`src/rtl/dense_matrix_multiply_defines.svh`:
```
// assertion macros for the dense matrix multiply block
// needs a clock named clk and an active-high reset named rst in the using scope
`ifndef DENSE_MATRIX_MULTIPLY_DEFINES_SVH
`define DENSE_MATRIX_MULTIPLY_DEFINES_SVH

// condition must never hold outside reset
`define DMM_ASSERT_NEVER(label, cond, msg) \
  label: assert property (@(posedge clk) disable iff (rst) !(cond)) else $error(msg);

// consequence in the same cycle
`define DMM_ASSERT_SAME(label, ante, cons, msg) \
  label: assert property (@(posedge clk) disable iff (rst) (ante) |-> (cons)) else $error(msg);

// consequence in the next cycle
`define DMM_ASSERT_NEXT(label, ante, cons, msg) \
  label: assert property (@(posedge clk) disable iff (rst) (ante) |=> (cons)) else $error(msg);

`endif

```
`src/rtl/dmm_pkg.sv`:
```
// shared types and codes for the dense matrix multiply block
// used by dmm_mac and dense_matrix_multiply; no dependencies
`default_nettype none

package dmm_pkg;

  // operation codes
  localparam logic [1:0] OP_WRITE_A  = 2'd0;
  localparam logic [1:0] OP_WRITE_B  = 2'd1;
  localparam logic [1:0] OP_MULTIPLY = 2'd2;
  localparam logic [1:0] OP_READ_C   = 2'd3;

  // status codes
  localparam logic [1:0] STATUS_OK    = 2'd0;
  localparam logic [1:0] STATUS_RANGE = 2'd1;
  localparam logic [1:0] STATUS_SAT   = 2'd2;

  localparam logic signed [63:0] ACC_MAX = 64'sh7FFF_FFFF_FFFF_FFFF;
  localparam logic signed [63:0] ACC_MIN = 64'sh8000_0000_0000_0000;

  typedef struct packed {
    logic [1:0]         operation;
    logic [5:0]         row;
    logic [5:0]         col;
    logic signed [31:0] value;
  } req_t;

  typedef struct packed {
    logic signed [63:0] result_value;
    logic [1:0]         status;
  } rsp_t;

  // one multiply-accumulate step entering the mac pipeline
  typedef struct packed {
    logic valid;
    logic first;  // first term of a cell
    logic last;   // last term of a cell
    logic done;   // last term of the whole multiply
  } mac_ctrl_t;

  // what the mac pipeline reports per cycle
  typedef struct packed {
    logic wr;     // a finished cell is on sum
    logic sat;    // this cycle's addition saturated
    logic done;   // the final cell of the multiply is on sum
  } mac_rsp_t;

endpackage

`default_nettype wire

```
`src/rtl/dmm_mac.sv`:
```
// multiply-accumulate pipeline: registered 32x32 product, saturating 64-bit accumulator
// depends on dmm_pkg
`default_nettype none

module dmm_mac
  import dmm_pkg::*;
(
  input  logic               clk,
  input  logic               rst,
  input  mac_ctrl_t          ctrl,
  input  logic signed [31:0] a_data,
  input  logic signed [31:0] b_data,
  output mac_rsp_t           rsp,
  output logic signed [63:0] sum
);

  mac_ctrl_t          prod_ctrl;
  logic signed [63:0] prod;
  logic signed [63:0] acc;
  logic signed [63:0] base;
  logic signed [63:0] raw;
  logic               ovf;

  always_ff @(posedge clk) begin
    if (rst) begin
      prod_ctrl <= '0;
    end else begin
      prod_ctrl <= ctrl;
    end
  end

  always_ff @(posedge clk) begin
    prod <= a_data * b_data;
  end

  // overflow only when both addends share a sign the sum lacks
  always_comb begin
    base = prod_ctrl.first ? 64'sd0 : acc;
    raw  = base + prod;
    ovf  = (base[63] == prod[63]) && (raw[63] != base[63]);
    sum  = ovf ? (base[63] ? ACC_MIN : ACC_MAX) : raw;
    rsp.wr   = prod_ctrl.valid && prod_ctrl.last;
    rsp.sat  = prod_ctrl.valid && ovf;
    rsp.done = prod_ctrl.valid && prod_ctrl.done;
  end

  always_ff @(posedge clk) begin
    if (prod_ctrl.valid) begin
      acc <= sum;
    end
  end

endmodule

`default_nettype wire

```
`config.mk`:
```
export PLATFORM = sky130hd
export DESIGN_NAME = dmm_mac
export DESIGN_NICKNAME = d
export VERILOG_FILES = /design/src/rtl/dense_matrix_multiply_defines.svh /design/src/rtl/dmm_pkg.sv /design/src/rtl/dmm_mac.sv
export SDC_FILE = /design/constraint.sdc
export NUM_CORES = 2
export LEC_CHECK = 0
export BUFFER_PORTS_ARGS = -buffer_cell sky130_fd_sc_hd__buf_2
export CORE_MARGIN = 8
export CORE_UTILIZATION = 50
export DETAILED_ROUTE_END_ITERATION = 6
export PLACE_DENSITY = 0.66
export SLEW_MARGIN = 40
export SYNTH_ARGS = -nofsm -noshare
export SYNTH_HDL_FRONTEND = slang
export SYNTH_SLANG_ARGS = --single-unit
```
`constraint.sdc`:
```
create_clock -name clk -period 9.6 [get_ports clk]
set_clock_uncertainty 0.2 [all_clocks]
set_input_delay 1.44 -clock clk [delete_from_list [all_inputs] [get_ports clk]]
set_output_delay 1.44 -clock clk [all_outputs]
set_load 0.02 [all_outputs]
```
* Word-level counts from Yosys, hierarchy flattened
Index checks and enable logic that the tools add are counted.
** Storage, ports and cells
- Output and inout port bits :: 67
- Bits of input ports :: 70
- Bits in registers :: 132
- Word-level logic and storage cells :: 17
** Operators by class
- Reduce and logical (&&, ||, !) cells :: 4
- Multipliers :: 1
- Add/subtract/negate cells :: 1
- Mux-type cells :: 3
- Equality and inequality tests :: 2
** Operator list (count)
- 64-bit 2-to-1 mux :: 3
- 64-bit adder :: 1
- 32-bit by 32-bit multiplier with 64-bit output :: 1
- 1-bit logical AND :: 4
- 1-bit equality test :: 1
- 1-bit != test :: 1

* Longest topological paths before layout
- Depth after elaboration :: 5
- Mapped depth :: 29
- Mapped depth without buffers :: 27

* Least setup slack after synthesis
Ideal clock, no wire load.
- Path type :: input port to flip-flop
- Start :: in b_data[2]
- End :: reg prod[62]
- Setup time :: 0.072 ns
- Path buffers :: 2
- Path slack :: 0.715 ns
- Required time :: 9.328 ns
- Stages on the path :: 24
- Data arrival time :: 8.612 ns
- Path through :: clkbuf_1 > nand2_1 > inv_1 > fa_1 > fa_1 > fa_1 > fa_1 > inv_1 > fa_1 > inv_1 > fa_1 > fa_1 > fa_1 > ha_1 > clkbuf_1 > nor2b_1 > o21ai_0 > nand2b_1 > a21o_1 > a21o_1 > a32oi_1 > a211oi_1 > a311oi_1 > xnor2_1
** On the way
- Word-level cells in the longest chain between the ends :: 1
** RTL lines
- start: declaration :: RTL line dmm_mac.sv:12 : input logic signed [31:0] b_data,
- 32-bit by 32-bit multiplier with 64-bit output :: RTL line dmm_mac.sv:33 : prod <= a_data * b_data;
- end signal: assignment :: RTL line dmm_mac.sv:33
- end: declaration :: RTL line dmm_mac.sv:18 : logic signed [63:0] prod;
Every way passes these cells.
A chain may end at the register's enable or synchronous reset.

* Worst setup path in the final report
- Start :: in b_data[6]
- End :: reg prod[63]
Same word-level chain as after synthesis.

==> results.py <==
metrics = {
    "floorplanning": {
        "rows": 108,
        "die-area_mm2": 0.0974,
        "die_width_um": 312,
        "die_y_um": 312,
        "core-area_mm2": 0.0869,
        "num_io_pins": 137,
        "start_util_pct": 50.5,
    },
    "job": {
        "drv_cap": 0,
    },
    "yosys": {
        "ys_seq_area_share_pct": 7.49,
        "yosysWarnings": 0,
        "synth_fp_nets": 6099,
        "avgSynthCellArea_um2": 9.33,
        "synth-seq-cells": 132,
        "synth-edff-count": 64,
        "synth_cells": 4699,
        "synth-main-ff-cell": "dfxtp_1",
        "netlist_area_mm2": 0.0438,
        "synth.distinct_cells": 73,
        "async_flop_share_pct": 0,
    },
    "clock_network": {
        "htreeDepth": 4,
        "clkTransAtPathRegs_ns": 0.06,
        "numCtsBuffers": 17,
        "cts-root-buf": "clkbuf_16",
        "cts_tree": "done",
        "cts_sinks": 132,
        "cts-resized-gates": 0,
        "cts_hold_buf": 0,
        "insertion_delay_ns": 0.43,
        "cts.path.max_buffers": 2,
        "post_cts_buffers": 0,
    },
    "finish": {
        "layout_common_cells": "fa_1, inv_1, nand2_1",
        "fill_cells": 8019,
        "final_common_cell": "fa_1",
        "final_core_util_pct": 53.3,
        "multi_input_area_mm2": 0.0359,
        "fin_nets": 6093,
        "drive_above_1_share_pct": 5.84,
        "final_cell_area_mm2": 0.0463,
        "seq_area_mm2": 0.00329,
        "syn2layout_area_growth_pct": 5.67,
    },
    "critical_path": {
        "startpoint_type": "input pin",
        "cp_max_fo": 32,
        "setup.worst_path.end_class": "flip-flop",
        "crit_arrival_ns": 9.32,
        "worstSetupPathType": "in -> reg",
        "required_ns": 9.76,
    },
    "drt": {
        "wl_per_cell_um": 19.4,
        "drt_iter0_drc": 1598,
        "drc": 0,
        "wl_um": 114000,
        "ant_nets": 0,
        "viasPerCell": 5.35,
        "vias": 31400,
        "dr.pass1.iters": 6,
    },
    "timing": {
        "relSlewSlack_pct": 47.8,
        "rsz0062_at_grt": "no",
        "hold_viol": 0,
        "clock.fmax_mhz": 109,
        "timing.final.crit_share_pct": 95.3,
        "holdWs_ns": 0.488,
        "final.min_clock_period_ns": 9.15,
        "setup_tns_ns": 0,
        "slew_violations": 0,
        "setup_violations": 0,
        "worst_slew_pin_slew_ns": 0.783,
    },
    "placed_design": {
        "hpwl_um": 95100,
        "numPortBuffers": 136,
        "place.gp.congestion": 0.916,
        "placed_cell_area_mm2": 0.0457,
    },
    "global_routing": {
        "antenna_found_initial": 6,
        "grt_max_degree": 60,
        "grt_pass1_vias": 35500,
        "track_usage_pct": 24.2,
        "grt_pass1_wl_um": 188000,
        "overflow": 0,
    },
    "run_status": {
        "status": "finished, final reports clean",
    },
    "min_path": {
        "holdCritPathClass": "reg -> reg",
    },
}
==> path summary, 6_finish.rpt <==
check                                        startpoint           endpoint  slack (ns)  depth (start not counted)
worst min-delay path                   prod[63]$_DFF_P_  acc[63]$_DFFE_PP_        0.49                          1
worst max register to register  prod_ctrl[2]$_SDFF_PP0_  acc[13]$_DFFE_PP_        4.14                         13
worst max-delay path                          b_data[6]   prod[63]$_DFF_P_        0.45                         23
worst min register to register         prod[63]$_DFF_P_  acc[63]$_DFFE_PP_        0.49                          1
==> stage by stage <==
stage          setup slack (ns)  cells
2_1_floorplan             0.715   4699
3_3_place_gp              0.172   5828
3_5_place_dp             0.0853   5829
4_1_cts                   0.524   5861
5_1_grt                 0.00920   5865
6_report                  0.447   5867
==> state kept, by name (all words and copies together), names as in the netlist <==
register   cells
acc           64
prod          64
prod_ctrl      4
==> final cells by class <==
type,count,share of cell area (%)
antenna,6,0.0324
clock buffer,21,1.11
clock inverter,11,0.200
inverter,999,8.09
multi-input combinational,3321,77.4
sequential,132,7.09
tap,1155,3.12
timing repair buffer,222,2.92
==> logic make-up (layout without fill, tap and decap cells) <==
| kind of cell | Yosys count | after routing | synth area share (%) |
|---|---|---|---|
| xor gates and xnor gates | 129 | 129 | 2.58 |
| adders and majority gates | 1331 | 1331 | 56.5 |
| muxes | 2 | 2 | 0.0457 |
| AOI/OAI and AO/OA | 458 | 458 | 6.47 |
| other | 0 | 6 | 0 |
| and+or+nand+nor | 1401 | 1401 | 16.2 |
| DFF | 132 | 132 | 7.49 |
| buffers and inverters | 1246 | 1253 | 10.7 |
==> metal layers <==
| metal | track usage (%) | up-vias | part of all wire (%) |
|---|---|---|---|
| met4 | 10.9 | 0 | 5.3 |
| li1 | - | 14000 | - |
| met1 | 28.4 | 16300 | 38 |
| met2 | 44.3 | 809 | 52 |
| met5 | 0 | - | 0 |
| met3 | 2.57 | 259 | 3.8 |
==> synth_stat cells (all sizes together), types with 28 or more instances <==
| cell type | n | area (µm²) |
|---|---|---|
| nand2 | 569 | 2140 |
| a21oi | 150 | 754 |
| xnor2 | 75 | 657 |
| a21o | 45 | 338 |
| nor2 | 85 | 319 |
| fa | 1083 | 21700 |
| and2 | 521 | 3260 |
| dfxtp | 68 | 1360 |
| o21ai | 129 | 649 |
| clkbuf | 238 | 896 |
| o21bai | 28 | 210 |
| xor2 | 54 | 473 |
| edfxtp | 64 | 1920 |
| nor2b | 86 | 538 |
| ha | 247 | 3090 |
| inv | 998 | 3750 |
==> worst max-delay path: stages <==
cell and delay, ns:
buf_2 0.56, nand2_1 0.19, inv_1 0.13, fa_1 0.45
inv_1 0.26, fa_1 0.47, inv_1 0.23, fa_1 0.48
fa_1 0.54, fa_1 0.45, fa_1 0.56, fa_1 0.43
fa_1 0.49, ha_1 0.38, and4_1 0.22, a221oi_1 0.36
o21ai_0 0.16, a211o_1 0.33, a311o_1 0.38, a41oi_2 0.28
o21ai_2 0.09, a221oi_2 0.25, xnor2_1 0.14
Power is not shown: default switching activity piles up to over one toggle a cycle in this logic, so the estimate is an artifact.
